File: config.mk
export PLATFORM = sky130hd
export DESIGN_NAME = pascal_identifier_keyword_scanner
export DESIGN_NICKNAME = d
export VERILOG_FILES = /design/src/hdl/piks_pkg.sv /design/src/hdl/piks_front.sv /design/src/hdl/piks_queue.sv /design/src/hdl/piks_back.sv /design/src/hdl/pascal_identifier_keyword_scanner.sv
export SDC_FILE = /design/constraint.sdc
export NUM_CORES = 1
export LEC_CHECK = 0
export BUFFER_PORTS_ARGS = -buffer_cell sky130_fd_sc_hd__buf_4
export CORE_MARGIN = 3
export CORE_UTILIZATION = 43
export CTS_BUF_LIST = sky130_fd_sc_hd__clkbuf_8
export CTS_CLUSTER_SIZE = 24
export DETAILED_ROUTE_END_ITERATION = 10
export RECOVER_POWER = 100
export SETUP_SLACK_MARGIN = 0.02
export SYNTH_ARGS = -nofsm -noshare
export SYNTH_HDL_FRONTEND = slang
export SYNTH_SLANG_ARGS = --single-unit
export TNS_END_PERCENT = 5
File: constraint.sdc
create_clock -name clk -period 10.6 [get_ports clk]
set_input_delay 2.12 -clock clk [delete_from_list [all_inputs] [get_ports clk]]
set_output_delay 2.12 -clock clk [all_outputs]
set_load 0.02 [all_outputs]
File: src/hdl/piks_pkg.sv
// piks_pkg: shared types, character codes and the reserved-word table
// of the identifier and keyword scanner. No dependencies.
`timescale 1ns / 1ps

package piks_pkg;

  localparam int BUF_DEPTH   = 8;
  localparam int WORD_COUNT  = 43;
  localparam int QUEUE_DEPTH = 2;

  localparam logic [7:0] CHAR_SPACE      = 8'h20;
  localparam logic [7:0] CHAR_UNDERSCORE = 8'h5F;

  localparam logic [3:0] OP_AND  = 4'd2;
  localparam logic [3:0] OP_DIV  = 4'd3;
  localparam logic [3:0] OP_MOD  = 4'd4;
  localparam logic [3:0] OP_OR   = 4'd7;
  localparam logic [3:0] OP_IN   = 4'd14;
  localparam logic [3:0] OP_NONE = 4'd15;

  localparam logic [5:0] SYM_IDENT = 6'd0,  SYM_DO = 6'd6,      SYM_TO = 6'd7;
  localparam logic [5:0] SYM_DOWNTO = 6'd8, SYM_END = 6'd9,     SYM_UNTIL = 6'd10;
  localparam logic [5:0] SYM_OF = 6'd11,    SYM_THEN = 6'd12,   SYM_ELSE = 6'd13;
  localparam logic [5:0] SYM_BEGIN = 6'd19, SYM_IF = 6'd20,     SYM_CASE = 6'd21;
  localparam logic [5:0] SYM_REPEAT = 6'd22, SYM_WHILE = 6'd23, SYM_FOR = 6'd24;
  localparam logic [5:0] SYM_WITH = 6'd25,  SYM_GOTO = 6'd26,   SYM_LABEL = 6'd27;
  localparam logic [5:0] SYM_CONST = 6'd28, SYM_TYPE = 6'd29,   SYM_VAR = 6'd30;
  localparam logic [5:0] SYM_PROC = 6'd31,  SYM_FUNC = 6'd32,   SYM_PROGRAM = 6'd33;
  localparam logic [5:0] SYM_FORWARD = 6'd34, SYM_NOT = 6'd38,  SYM_MULOP = 6'd39;
  localparam logic [5:0] SYM_ADDOP = 6'd40, SYM_RELOP = 6'd41,  SYM_SET = 6'd42;
  localparam logic [5:0] SYM_PACKED = 6'd43, SYM_ARRAY = 6'd44, SYM_RECORD = 6'd45;
  localparam logic [5:0] SYM_FILE = 6'd46,  SYM_OTHERWISE = 6'd47, SYM_USES = 6'd49;
  localparam logic [5:0] SYM_UNIT = 6'd50,  SYM_INTERFACE = 6'd51, SYM_IMPL = 6'd52;
  localparam logic [5:0] SYM_EXTERNAL = 6'd53, SYM_SEPARATE = 6'd54;

  typedef struct packed {
    logic [63:0] name;
    logic [15:0] length;
  } entry_t;

  typedef struct packed {
    logic [5:0]  sym;
    logic [3:0]  opr;
    logic [63:0] name;
    logic [15:0] length;
  } result_t;

  typedef struct packed {
    logic [5:0] sym;
    logic [3:0] opr;
  } match_t;

  typedef struct packed {
    logic   valid;
    entry_t data;
  } queue_head_t;

  typedef struct packed {
    logic [63:0] word;
    logic [5:0]  sym;
    logic [3:0]  opr;
  } word_entry_t;

  localparam word_entry_t WORDS [WORD_COUNT] = '{
    '{"DO      ", SYM_DO, OP_NONE},       '{"WITH    ", SYM_WITH, OP_NONE},
    '{"IN      ", SYM_RELOP, OP_IN},      '{"TO      ", SYM_TO, OP_NONE},
    '{"GOTO    ", SYM_GOTO, OP_NONE},     '{"SET     ", SYM_SET, OP_NONE},
    '{"DOWNTO  ", SYM_DOWNTO, OP_NONE},   '{"LABEL   ", SYM_LABEL, OP_NONE},
    '{"PACKED  ", SYM_PACKED, OP_NONE},   '{"END     ", SYM_END, OP_NONE},
    '{"CONST   ", SYM_CONST, OP_NONE},    '{"ARRAY   ", SYM_ARRAY, OP_NONE},
    '{"UNTIL   ", SYM_UNTIL, OP_NONE},    '{"TYPE    ", SYM_TYPE, OP_NONE},
    '{"RECORD  ", SYM_RECORD, OP_NONE},   '{"OF      ", SYM_OF, OP_NONE},
    '{"VAR     ", SYM_VAR, OP_NONE},      '{"FILE    ", SYM_FILE, OP_NONE},
    '{"THEN    ", SYM_THEN, OP_NONE},     '{"PROCEDUR", SYM_PROC, OP_NONE},
    '{"USES    ", SYM_USES, OP_NONE},     '{"ELSE    ", SYM_ELSE, OP_NONE},
    '{"FUNCTION", SYM_FUNC, OP_NONE},     '{"UNIT    ", SYM_UNIT, OP_NONE},
    '{"BEGIN   ", SYM_BEGIN, OP_NONE},    '{"PROGRAM ", SYM_PROGRAM, OP_NONE},
    '{"INTERFAC", SYM_INTERFACE, OP_NONE}, '{"IF      ", SYM_IF, OP_NONE},
    '{"SEGMENT ", SYM_PROGRAM, OP_NONE},  '{"IMPLEMEN", SYM_IMPL, OP_NONE},
    '{"CASE    ", SYM_CASE, OP_NONE},     '{"FORWARD ", SYM_FORWARD, OP_NONE},
    '{"EXTERNAL", SYM_EXTERNAL, OP_NONE}, '{"REPEAT  ", SYM_REPEAT, OP_NONE},
    '{"NOT     ", SYM_NOT, OP_NONE},      '{"OTHERWIS", SYM_OTHERWISE, OP_NONE},
    '{"WHILE   ", SYM_WHILE, OP_NONE},    '{"AND     ", SYM_MULOP, OP_AND},
    '{"DIV     ", SYM_MULOP, OP_DIV},     '{"MOD     ", SYM_MULOP, OP_MOD},
    '{"FOR     ", SYM_FOR, OP_NONE},      '{"OR      ", SYM_ADDOP, OP_OR},
    '{"SEPARATE", SYM_SEPARATE, OP_NONE}
  };

  // parallel compare against every table word, first hit wins
  function automatic match_t lookup(input logic [63:0] name);
    match_t m;
    logic   found;
    m.sym = SYM_IDENT;
    m.opr = OP_NONE;
    found = 1'b0;
    for (int k = 0; k < WORD_COUNT; k++) begin
      if (!found && WORDS[k].word == name) begin
        m.sym = WORDS[k].sym;
        m.opr = WORDS[k].opr;
        found = 1'b1;
      end
    end
    return m;
  endfunction

endpackage

File: src/hdl/piks_front.sv
// piks_front: classifies source bytes, collects the upper-cased name and the
// scan length, and hands a finished name to the queue. Uses piks_pkg.
`timescale 1ns / 1ps

module piks_front #(
  parameter int NAME_LEN = 8
) (
  input  logic                 clk,
  input  logic                 rst,
  input  logic                 accept,
  input  logic [7:0]           source_byte,
  output logic                 q_push,
  output piks_pkg::entry_t     q_data
);

  localparam int IDX_W = $clog2(piks_pkg::BUF_DEPTH);

  logic [7:0]  name_buffer [piks_pkg::BUF_DEPTH];
  logic [3:0]  kept_count;
  logic [15:0] scanned_count;

  logic       is_upper, is_lower, is_digit, is_under, is_name;
  logic [7:0] upper_byte;
  logic       keep;

  assign is_upper = (source_byte >= 8'h41) && (source_byte <= 8'h5A);
  assign is_lower = (source_byte >= 8'h61) && (source_byte <= 8'h7A);
  assign is_digit = (source_byte >= 8'h30) && (source_byte <= 8'h39);
  assign is_under = (source_byte == piks_pkg::CHAR_UNDERSCORE);
  assign is_name  = is_upper || is_lower || is_digit || is_under;
  assign upper_byte = is_lower ? (source_byte & 8'hDF) : source_byte;
  assign keep = !is_under && (kept_count < 4'(NAME_LEN));

  always_comb begin
    for (int i = 0; i < piks_pkg::BUF_DEPTH; i++) begin
      q_data.name[63 - 8*i -: 8] = name_buffer[i];
    end
    q_data.length = scanned_count;
  end

  assign q_push = accept && !is_name;

  always_ff @(posedge clk) begin
    if (rst || q_push) begin
      for (int i = 0; i < piks_pkg::BUF_DEPTH; i++) begin
        name_buffer[i] <= piks_pkg::CHAR_SPACE;
      end
      kept_count    <= '0;
      scanned_count <= '0;
    end else if (accept) begin
      if (scanned_count != 16'hFFFF) begin
        scanned_count <= scanned_count + 16'd1;
      end
      if (keep) begin
        name_buffer[kept_count[IDX_W-1:0]] <= upper_byte;
        kept_count <= kept_count + 4'd1;
      end
    end
  end

  a_clear_after_end: assert property (@(posedge clk) disable iff (rst)
    q_push |=> (kept_count == 4'd0) && (scanned_count == 16'd0))
    else $error("front state not cleared after a terminating byte");

  a_kept_bound: assert property (@(posedge clk) disable iff (rst)
    accept && is_name |=> kept_count <= 4'(NAME_LEN))
    else $error("kept count ran past the name length");

endmodule

File: src/hdl/piks_queue.sv
// piks_queue: short queue of finished names between the front and the
// keyword lookup. Uses piks_pkg.
`timescale 1ns / 1ps

module piks_queue (
  input  logic                   clk,
  input  logic                   rst,
  input  logic                   push,
  input  piks_pkg::entry_t       wr_data,
  input  logic                   pop,
  output piks_pkg::queue_head_t  head,
  output logic                   full
);

  localparam int PTR_W = (piks_pkg::QUEUE_DEPTH > 1) ? $clog2(piks_pkg::QUEUE_DEPTH) : 1;
  localparam int CNT_W = $clog2(piks_pkg::QUEUE_DEPTH + 1);

  piks_pkg::entry_t mem [piks_pkg::QUEUE_DEPTH];
  logic [PTR_W-1:0] wr_ptr, rd_ptr;
  logic [CNT_W-1:0] count;

  assign full       = (count == CNT_W'(piks_pkg::QUEUE_DEPTH));
  assign head.valid = (count != '0);
  assign head.data  = mem[rd_ptr];

  always_ff @(posedge clk) begin
    if (push) begin
      mem[wr_ptr] <= wr_data;
    end
  end

  always_ff @(posedge clk) begin
    if (rst) begin
      wr_ptr <= '0;
      rd_ptr <= '0;
      count  <= '0;
    end else begin
      if (push) begin
        wr_ptr <= (wr_ptr == PTR_W'(piks_pkg::QUEUE_DEPTH - 1)) ? '0 : wr_ptr + 1'b1;
      end
      if (pop) begin
        rd_ptr <= (rd_ptr == PTR_W'(piks_pkg::QUEUE_DEPTH - 1)) ? '0 : rd_ptr + 1'b1;
      end
      case ({push, pop})
        2'b10:   count <= count + 1'b1;
        2'b01:   count <= count - 1'b1;
        default: count <= count;
      endcase
    end
  end

  a_no_overflow: assert property (@(posedge clk) disable iff (rst)
    push |-> !full || pop)
    else $error("name queue written while full");

  a_no_underflow: assert property (@(posedge clk) disable iff (rst)
    pop |-> head.valid)
    else $error("name queue read while empty");

endmodule

File: src/hdl/piks_back.sv
// piks_back: takes names off the queue, looks them up in the reserved-word
// table and holds the result for the consumer. Uses piks_pkg.
`timescale 1ns / 1ps

module piks_back (
  input  logic                   clk,
  input  logic                   rst,
  input  piks_pkg::queue_head_t  head,
  output logic                   take,
  input  logic                   pop,
  output logic                   out_valid,
  output piks_pkg::result_t      result
);

  piks_pkg::match_t m;

  assign m    = piks_pkg::lookup(head.data.name);
  // the result register refills in the same cycle it is drained
  assign take = head.valid && (!out_valid || pop);

  always_ff @(posedge clk) begin
    if (take) begin
      result.sym    <= m.sym;
      result.opr    <= m.opr;
      result.name   <= head.data.name;
      result.length <= head.data.length;
    end
  end

  always_ff @(posedge clk) begin
    if (rst) begin
      out_valid <= 1'b0;
    end else if (take) begin
      out_valid <= 1'b1;
    end else if (pop) begin
      out_valid <= 1'b0;
    end
  end

  a_refill: assert property (@(posedge clk) disable iff (rst)
    head.valid && !out_valid |=> out_valid)
    else $error("waiting name not moved into the result register");

  a_reset_empty: assert property (@(posedge clk)
    rst |=> !out_valid)
    else $error("result register valid after reset");

endmodule

File: src/hdl/pascal_identifier_keyword_scanner.sv
// pascal_identifier_keyword_scanner: top level, front collector, name queue
// and keyword lookup stage. Uses piks_pkg, piks_front, piks_queue, piks_back.
//
//   channel  | ports                                         | handshake
//   ---------+-----------------------------------------------+------------------
//   input    | source_byte[7:0]                              | push / full
//   result   | symbol_code, operator_code, name_chars,       | empty / pop
//            | scan_length                                   |
//
// one source byte accepted every cycle while full is low; full is high only
// while the name queue holds two names not yet looked up and the byte would
// have to wait. a terminating byte is written into the name queue, then moved
// into the result register once it is free, where it shows (empty low); lookup
// is parallel table compares on the queue head in the back stage.
// a stalled consumer fills the result register, then the two-entry queue.
// rst is synchronous: buffer to spaces, counts to zero, queue and result empty.
`timescale 1ns / 1ps

module pascal_identifier_keyword_scanner #(
  parameter int NAME_LEN = 8
) (
  input  logic        clk,
  input  logic        rst,
  input  logic        push,
  output logic        full,
  input  logic [7:0]  source_byte,
  output logic        empty,
  input  logic        pop,
  output logic [5:0]  symbol_code,
  output logic [3:0]  operator_code,
  output logic [63:0] name_chars,
  output logic [15:0] scan_length
);

  logic                  accept;
  logic                  q_push;
  piks_pkg::entry_t      q_data;
  piks_pkg::queue_head_t q_head;
  logic                  q_pop;
  logic                  out_valid;
  piks_pkg::result_t     result;

  assign accept = push && !full;

  piks_front #(.NAME_LEN(NAME_LEN)) u_front (
    .clk         (clk),
    .rst         (rst),
    .accept      (accept),
    .source_byte (source_byte),
    .q_push      (q_push),
    .q_data      (q_data)
  );

  piks_queue u_queue (
    .clk     (clk),
    .rst     (rst),
    .push    (q_push),
    .wr_data (q_data),
    .pop     (q_pop),
    .head    (q_head),
    .full    (full)
  );

  piks_back u_back (
    .clk       (clk),
    .rst       (rst),
    .head      (q_head),
    .take      (q_pop),
    .pop       (pop && out_valid),
    .out_valid (out_valid),
    .result    (result)
  );

  assign empty         = !out_valid;
  assign symbol_code   = result.sym;
  assign operator_code = result.opr;
  assign name_chars    = result.name;
  assign scan_length   = result.length;

endmodule
**Word level (Yosys, flattened, before mapping)**

Memories as Yosys holds them, arrays and structs flattened. A register that Yosys moved wholly into a read port is not among the register bits.
Cells that the tools add are included.

- Latch bits: 0
- Logic and storage cells: 290
- Output and inout bits: 92
- Memory bits (read-only): 0
- RAM bits: 224
- Register bits after elaboration: 115
- Memories: 2
- Bits of input ports: 12

Memories:

| name | depth | bits a word | read ports | clocked after memory_dff | wr ports | RTL line | source |
|---|---|---|---|---|---|---|---|
| u_queue.mem | 2 | 80 | 1 | 1 | 1 | piks_queue.sv:18 | `piks_pkg::entry_t mem [piks_pkg::QUEUE_DEPTH];` |
| u_front.name_buffer | 8 | 8 | 8 | 0 | 8 | piks_front.sv:18 | `logic [7:0] name_buffer [piks_pkg::BUF_DEPTH];` |

- Shift operators: 0
- Magnitude comparators: 7
- Reduce and logical (&&, ||, !) cells: 110
- Div/mod/pow operators: 0
- Equal/unequal tests: 48
- $add $sub $neg: 6
- Mux-type cells: 103
- Bitwise operators: 0
- $mul: 0

Operator list:

| kind | count |
|---|---|
| == test 63 x 64 -> 1 bit, first input constant | 43 |
| two-way mux 10 bit | 40 |
| two-way mux 1 bit | 57 |
| logical AND 1 bit | 50 |
| logical NOT 1 bit | 46 |
| adder 16 x 1 -> 16 bit, second input constant | 1 |
| greater-or-equal comparator 8 x 7 -> 1 bit, second input constant | 2 |
| less-or-equal comparator 8 x 7 -> 1 bit, second input constant | 2 |
| != test 16 bit, second input constant | 1 |
| two-way mux 9 bit | 1 |
| == test 8 x 7 -> 1 bit, second input constant | 1 |
| greater-or-equal comparator 8 x 6 -> 1 bit, second input constant | 1 |
| less-or-equal comparator 8 x 6 -> 1 bit, second input constant | 1 |
| two-way mux 8 bit | 1 |
| OR reduction 8 bit | 1 |
| two-way mux 7 bit | 1 |
| two-way mux 6 bit | 1 |
| nonzero test 2 bit | 3 |
| logical OR 1 bit | 5 |
| adder 4 x 1 -> 4 bit, second input constant | 1 |
| == test 2 bit, second input constant | 2 |
| less-than comparator 4 bit, second input constant | 1 |
| one-hot mux 2 bit (2 select lines) | 1 |
| AND reduction 2 bit | 2 |
| other kinds (8) | 9 |

**Logic depth before layout (Yosys ltp)**

Gate-level depths: netlist of the first run.

- Depth after elaboration: 128
- Mapped depth: 14
- Mapped depth without buffers: 9

**Hierarchy**

Synthesis of the first run repeated with hierarchy kept, for this count alone.

- Cell total of the unflattened synthesis: 987
- Area, all modules: 14483.9 um^2

By module, submodules not included:

| module | cells an instance | area an instance (um^2) | instances | sequential area each (um^2) |
|---|---|---|---|---|
| piks_queue | 271 | 5958.2 | 1 | 4904.7 |
| piks_back | 415 | 4744.6 | 1 | 2722.6 |
| piks_front | 298 | 3757.4 | 1 | 2322.2 |
| pascal_identifier_keyword_scanner | 3 | 23.8 | 1 | 0.0 |

**Least setup slack after synthesis of the first run**

Ideal clock, no wire load.

- Path type: input to register
- From: input source_byte[2]
- To: memory u_queue.mem[0][0] (netlist bit), enable pin
- Cell stages on the path: 6
- Path slack: 3401 ps
- Library setup time: 519 ps
- Arrival: 6680 ps
- Path buffers: 0
- Data required time: 10081 ps
- Cells stage by stage: or4_1 > a21oi_1 > a211oi_1 > nor3_1 > inv_1 > nor2_1

- Longest elaborated chain between the ends: 9
- Elaborated cells between the ends (all ways): 17
- Classes of those cells: order compare: 6; eq/ne: 1; mux: 2; reduce/logical: 8

RTL lines:

| element | RTL line | source |
|---|---|---|
| from (decl) | pascal_identifier_keyword_scanner.sv:26 | `input logic [7:0] source_byte,` |
| greater-or-equal comparator 8 x 7 -> 1 bit (tied with other cells) | piks_front.sv:26 | `assign is_upper = (source_byte >= 8'h41) && (source_byte <= 8'h5A);` |
| logical AND 1 bit (on tied branches) | piks_front.sv:26, piks_front.sv:27 |  |
| logical OR 1 bit (2 in a row) | piks_front.sv:30 | `assign is_name = is_upper \|\| is_lower \|\| is_digit \|\| is_under;` |
| logical OR 1 bit * | piks_front.sv:30 |  |
| logical NOT 1 bit * | piks_front.sv:41 | `assign q_push = accept && !is_name;` |
| logical AND 1 bit * | piks_front.sv:41 |  |
| two-way mux 1 bit * | piks_queue.sv:27 | `if (push) begin` |
| two-way mux 1 bit (implied by the code) * | piks_queue.sv:28 | `mem[wr_ptr] <= wr_data;` |
| to (decl) | piks_queue.sv:18 |  |

Mark *: on every way between the ends. The rest lies on a longest branch, timed or not.

==> flow_metrics.env, run 1 <==
export IMPL_vias_per_cell=5.69
export IMPL_setup_viol=0
export IMPL_tns_ns=0
export IMPL_vias=9784
export IMPL_antennaDiodeCount=0
export IMPL_finalCriticalPeriod_ns=7.20
export IMPL_ioPinCount=104
export IMPL_p_seq_share_pct=48.2
export IMPL_ctsResizeCount=0
export IMPL_finalMaxSlewViolations=187
export IMPL_startpoint_type="flop"
export IMPL_p_per_area_nw_per_um2=245
export IMPL_placed_area_um2=16300
export IMPL_clock_latency_ns=0.58
export IMPL_area_growth_pct=12.8
export IMPL_syn_inst=1089
export IMPL_ant_nets=0
export IMPL_holdPathStages=0
export IMPL_cts_setup_buffers=0
export IMPL_fin_crit_sh_pct=67.9
export IMPL_status="finished with violations"
export IMPL_cts_hold_fix_buffers=0
export IMPL_max_slew_margin_rel_pct=-117
export IMPL_p_leak_nw=5.43
export IMPL_async_flop_share_pct=0
export IMPL_gp_congestion=1.03
export IMPL_p_sw_mw=1.42
export IMPL_cpPeakStageDelay_ns=2.35
export IMPL_violations="max-capacitance violations, max-slew violations"
export IMPL_max_cap_violations=5
export IMPL_pwr_share_clk_pct=25.3
export IMPL_fin_nets=1244
export IMPL_cts_tree="done"
export IMPL_yosysUniqueCellTypes=82
export IMPL_clock_tree_root_cell="clkbuf_8"
export IMPL_ys_seq_area_share_pct=66.1
export IMPL_wire_per_inst_um=23.3
export IMPL_cp_required_ns=11.04
export IMPL_hold_end="u_queue.mem[1][77]"
export IMPL_hp_class="reg -> reg"
export IMPL_std_cell_rows=67
export IMPL_synth_area_um2=15000
export IMPL_reg2regPathDepth=9
export IMPL_min_from="u_front.name_buffer[0][5]"
export IMPL_skew_ns=0.0184
export IMPL_dp_hpwl_mm=29.9
export IMPL_fillers=3065
export IMPL_tightest_slew_ns=3.25
export IMPL_worst_r2r_setup_slack_ns=3.40
export IMPL_cts_buffers=54
export IMPL_vdd_drop_max_uv=176
export IMPL_fin_area_um2=17000
export IMPL_drive_gt1_share_pct=10.5
export IMPL_arrival_ns=7.64
export IMPL_synth_edf_count=314
export IMPL_design_core_area_um2=34000
export IMPL_dr_pass1_iters=5
export IMPL_cp_slowest_cell="clkbuf_1"
export IMPL_start_util_pct=44.2
export IMPL_grt_ovfl_total=0
export IMPL_sw_frac_of_total_pct=34.2
export IMPL_ctsLongestPathBuffers=3
export IMPL_fmax_mhz=139
export IMPL_routed_wl_mm=40.1
export IMPL_cts_max_level=2
export IMPL_drt_initial_drc_count=790
export IMPL_drc=0
export IMPL_crit_type="reg -> reg"
export IMPL_numPortBuffers=103
export IMPL_p_int_mw=2.74
export IMPL_path_cells="clkbuf_1 -> buf_4 -> nor4bb_1 -> o221ai_1 -> nor4_1 -> or4b_1 -> o32ai_1 -> a2111oi_0 -> nand4_1"
export IMPL_place_inst=1621
export IMPL_grt_max_degree=98
export IMPL_die_width_um=193
export IMPL_critPathMaxFanout=97
export IMPL_grt_pass1_wl_mm=59.2
export IMPL_cts_clk_slew_worst_paths_ns=0.06
export IMPL_rsz0062_at_grt="false"
export IMPL_hold_violations=0
export IMPL_synth_seq_cells=340
export IMPL_antenna_found_initial=0
export IMPL_p_comb_share_pct=26.5
export IMPL_cp_end_kind="flop"
export IMPL_synth_ff_type="edfxtp_1"
export IMPL_yosys_warnings=0
export IMPL_rr_endpoint="u_back.result[88]"
export IMPL_dieHeight_um=193
export IMPL_die_area_um2=37300
export IMPL_cts_sinks=340
export IMPL_first_global_vias=9525
export IMPL_grtUsageTotal_pct=21.5
export IMPL_syn_avg_cell_area_um2=13.8
export IMPL_stdcell_count=1719
## cell usage after synthesis, types with 14 or more instances
cell type	n	area, um^2
nand2_1	55	206
inv_1	32	120
edfxtp_1	314	9430
nand4_1	24	150
and2_1	52	325
mux2i_1	14	140
nor2_1	79	297
or3_1	14	87.6
nand3_1	18	90.1
o22ai_1	20	125
and3b_1	18	158
mux2_2	62	698
o21ai_0	22	110
nor4_1	34	213
dfxtp_1	26	521
nor3_1	43	215
nor3b_1	28	210
## area by class of cell
cell class	instances	area, um^2	share of cell area, %
tap	448	561	3.30
multi-input combinational	687	4790	28.2
clock buffer	59	812	4.79
timing repair buffer	113	484	2.85
inverter	33	124	0.730
clock inverter	39	243	1.43
sequential	340	9950	58.6
## power by group through the flow
stage / Sequential (mW) / Combinational (mW) / Clock [mW]
floorplan: 2.16 / 0.644 / 0
global placement: 2.02 / 1.24 / 0
detailed placement: 2.03 / 1.23 / 0
CTS: 2.00 / 1.24 / 1.09
global route: 2.04 / 1.19 / 1.14
finish: 2.01 / 1.10 / 1.05
## through the flow
step	setup WS [ns]	hold slack (ns)	utilization (%)	power, mW
CTS	5.65	0.448	51.0	4.34
finish	3.40	0.446	49.8	4.16
global placement	5.13	0.423	47.9	3.25
floorplan	3.40	0.421	-	2.81
global route	2.72	0.454	49.8	4.38
detailed placement	5.04	0.433	47.9	3.26
## worst max-delay path by stage
| stage | start | end | slack (ns) | cells past startpoint |
|---|---|---|---|---|
| after floorplan | source_byte[2] | u_queue.mem[0][0] | 3.40 | 6 |
| after global placement | source_byte[2] | u_queue.mem[0][53] | 5.13 | 8 |
| after detailed placement | source_byte[2] | u_queue.mem[0][54] | 5.04 | 8 |
| after CTS | source_byte[2] | u_queue.mem[0][54] | 5.65 | 8 |
| after global routing | flop | u_back.result[85] | 2.72 | 9 |
| final | flop | u_back.result[88] | 3.40 | 9 |
## kinds of logic (layout without fill, tap and decap cells)
kind of cell	count (synthesis)	count (layout)	share of synthesized area, %
and+or+nand+nor	458	458	18.7
DFF	340	340	66.1
other	1	8	0.0249
xor gates and xnor gates	17	17	0.990
muxes	81	81	6.06
buffers and inverters	69	244	2.21
AOI/OAI and AO/OA	120	120	5.62
adders and majority gates	3	3	0.250
## cell usage in the layout (no fill, tap or decap), types with 9 or more instances in the layout
cell      count
mux2_1       42
nor3_1       43
nor2_1       79
nand3_1      18
mux2_2       23
mux2i_1      15
nand4_1      24
buf_4        15
edfxtp_1    314
clkbuf_8     59
nand3b_1     12
or3_1        14
o21ai_0      22
inv_1        52
o22ai_1      20
and2_1        9
or4_1         9
dfxtp_1      26
and3b_1      18
nor4_1       34
nand2_1      55
clkbuf_1     97
xnor2_1       9
and2_0       43
nor3b_1      28
a21oi_1      12
## flip-flops by register name, indices dropped and copies added, names as in the netlist, named ones only
| register | flops |
|---|---|
| u_back.out_valid | 1 |
| u_back.result | 90 |
| u_front.kept_count | 4 |
| u_front.name_buffer | 64 |
| u_front.scanned_count | 16 |
| u_queue.count | 2 |
| u_queue.mem | 160 |
| u_queue.rd_ptr | 1 |
| u_queue.wr_ptr | 1 |
## layer usage
metal	vias up	global-route usage, %	routed length (um)
met5	-	0	0
met4	0	9.32	1690
met3	94	3.60	2370
met2	369	33.8	18400
met1	4781	29.6	17600
li1	4540	-	-
## worst max-delay path: cells and delay by family, from the launching register on
kind,cells,cell delay (ns)
compound gates,3,0.98
buf+inv,2,3.39
flops,1,1.10
simple gates,4,1.53
No activity file was read; power rests on OpenSTA's default activity.
==> run 2, diff against run 1 <==
==> constraint.sdc (replaced) <==
create_clock -name clk -period 6.1 [get_ports clk]
set_input_delay 1.22 -clock clk [delete_from_list [all_inputs] [get_ports clk]]
set_output_delay 1.22 -clock clk [all_outputs]
set_load 0.02 [all_outputs]
==> run 2 against run 1 <==
Compared with the run above:
- the flow still finishes with violations (max-capacitance violations, max-slew violations)
- clock-buffer cell count decreased by 2
- wire length increased by 0.65%
- power increased by 75%
- worst setup slack got worse by 1.7 ns
- worst hold slack got worse by 0.0071 ns
- global-route usage increased by 0.28 points
- largest power group unchanged
==> flow_metrics.env, run 2 (synthesis gave the netlist of run 1 again) <==
export IMPL_cts_hold_fix_buffers=0
export IMPL_cts_setup_buffers=0
export IMPL_largest_register="u_queue.mem"
export IMPL_placed_area_um2=16400
export IMPL_p_per_area_nw_per_um2=427
export IMPL_first_global_vias=9729
export IMPL_fmax_mhz=227
export IMPL_cts_clk_slew_worst_paths_ns=0.06
export IMPL_ctsLongestPathBuffers=3
export IMPL_arrival_ns=4.85
export IMPL_violations="max-capacitance violations, max-slew violations"
export IMPL_ioPinCount=104
export IMPL_cp_required_ns=6.55
export IMPL_p_leak_nw=5.46
export IMPL_hp_class="reg -> reg"
export IMPL_rsz0062_at_grt="false"
export IMPL_reg_top3="u_queue.mem (160), u_back.result (90), u_front.name_buffer (64)"
export IMPL_routed_wl_mm=40.3
export IMPL_final_cell_mix="edfxtp_1, clkbuf_1, nor2_1, clkbuf_8, nand2_1"
export IMPL_std_cell_rows=67
export IMPL_hold_violations=0
export IMPL_ant_nets=0
export IMPL_cpPeakStageDelay_ns=1.09
export IMPL_drt_initial_drc_count=823
export IMPL_cts_buffers=54
export IMPL_finalCriticalPeriod_ns=4.40
export IMPL_vdd_drop_max_uv=284
export IMPL_clock_latency_ns=0.60
export IMPL_final_util_pct=50.0
export IMPL_path_cells="clkbuf_1 -> nor4bb_1 -> o21bai_1 -> or4_1 -> or4b_1 -> o22ai_1 -> nor4_1 -> nand4_1"
export IMPL_tns_ns=0
export IMPL_clock_tree_root_cell="clkbuf_8"
export IMPL_cts_tree="done"
export IMPL_max_slew_margin_rel_pct=-29.8
export IMPL_crit_type="reg -> reg"
export IMPL_fin_area_um2=17000
export IMPL_wire_per_inst_um=23.3
export IMPL_die_area_um2=37300
export IMPL_cts_sinks=340
export IMPL_fillers=3101
export IMPL_gp_congestion=1.04
export IMPL_antenna_found_initial=0
export IMPL_critPathMaxFanout=60
export IMPL_final_common_cell="edfxtp_1"
export IMPL_area_growth_pct=13.2
export IMPL_setup_viol=0
export IMPL_fin_crit_sh_pct=72.2
export IMPL_grtUsageTotal_pct=21.8
export IMPL_dp_hpwl_mm=30.2
export IMPL_antennaDiodeCount=0
export IMPL_grt_ovfl_total=0
export IMPL_cts_max_level=2
export IMPL_finalMaxSlewViolations=72
export IMPL_die_width_um=193
export IMPL_tightest_slew_ns=1.95
export IMPL_drive_gt1_share_pct=10.7
export IMPL_cp_slowest_cell="clkbuf_1"
export IMPL_timing_final_ws_setup_ns=1.70
export IMPL_ctsResizeCount=0
export IMPL_numPortBuffers=103
export IMPL_grt_max_degree=111
export IMPL_max_cap_violations=2
export IMPL_design_core_area_um2=34000
export IMPL_start_util_pct=44.2
export IMPL_skew_ns=0.0222
export IMPL_grt_pass1_wl_mm=60.3
export IMPL_vias_per_cell=5.71
export IMPL_fin_nets=1256
export IMPL_dr_pass1_iters=5
export IMPL_pre_cts_ws_ns=2.05
export IMPL_largest_reg_flops=160
export IMPL_vias=9907
export IMPL_cp_end_kind="flop"
export IMPL_startpoint_type="flop"
export IMPL_drc=0
export IMPL_dieHeight_um=193
export IMPL_place_inst=1633
export IMPL_stdcell_count=1734
export IMPL_status="finished with violations"
-- run 2: path summary, 6_finish.rpt --
path	from	slack (ns)	cells after the start	endpoint
min	u_front.name_buffer[6][4]	0.44	0	u_queue.mem[1][28]
min reg2reg	u_front.name_buffer[6][4]	0.44	0	u_queue.mem[1][28]
max reg2reg	flop	1.70	8	u_back.result[85]
max	flop	1.70	8	u_back.result[85]
-- run 2: through the flow --
step	total power, mW	hold slack [ns]
floorplan	4.87	0.421
detailed placement	5.69	0.430
global placement	5.68	0.423
global route	7.65	0.448
CTS	7.59	0.430
finish	7.27	0.439
-- run 2: area by class of cell --
type	count	area, um^2	area share (%)
clock inverters	44	285	1.68
flip-flops and latches	340	9950	58.4
well taps	448	561	3.29
inverters	33	124	0.727
clock buffers	57	785	4.61
repair buffers	125	552	3.24
multi-input cells	687	4770	28.0
-- run 2: worst max-delay path: cells and delay by family (launching register included) --
kind	cells	cell delay [ns]
buffers and inverters	1	1.09
and+or+nand+nor	5	1.79
DFF	1	0.78
AOI/OAI and AO/OA	2	0.57
-- run 2: report_power, final --
group          leakage, nW  total (mW)  switching, mW  internal (mW)
clock                0.603        1.87          0.868           1.00
sequential            3.17        3.51          0.259           3.25
combinational         1.69        1.89           1.37          0.518
total                 5.46        7.27           2.50           4.77
-- run 2: metal layers --
layer  vias up  global-route usage [%]  share of wire (%)
met5         -                       0                  0
met4         0                    8.48                3.7
li1       4578                       -                  -
met2       370                    34.1                 46
met1      4856                    30.4                 45
met3       103                    3.80                6.1
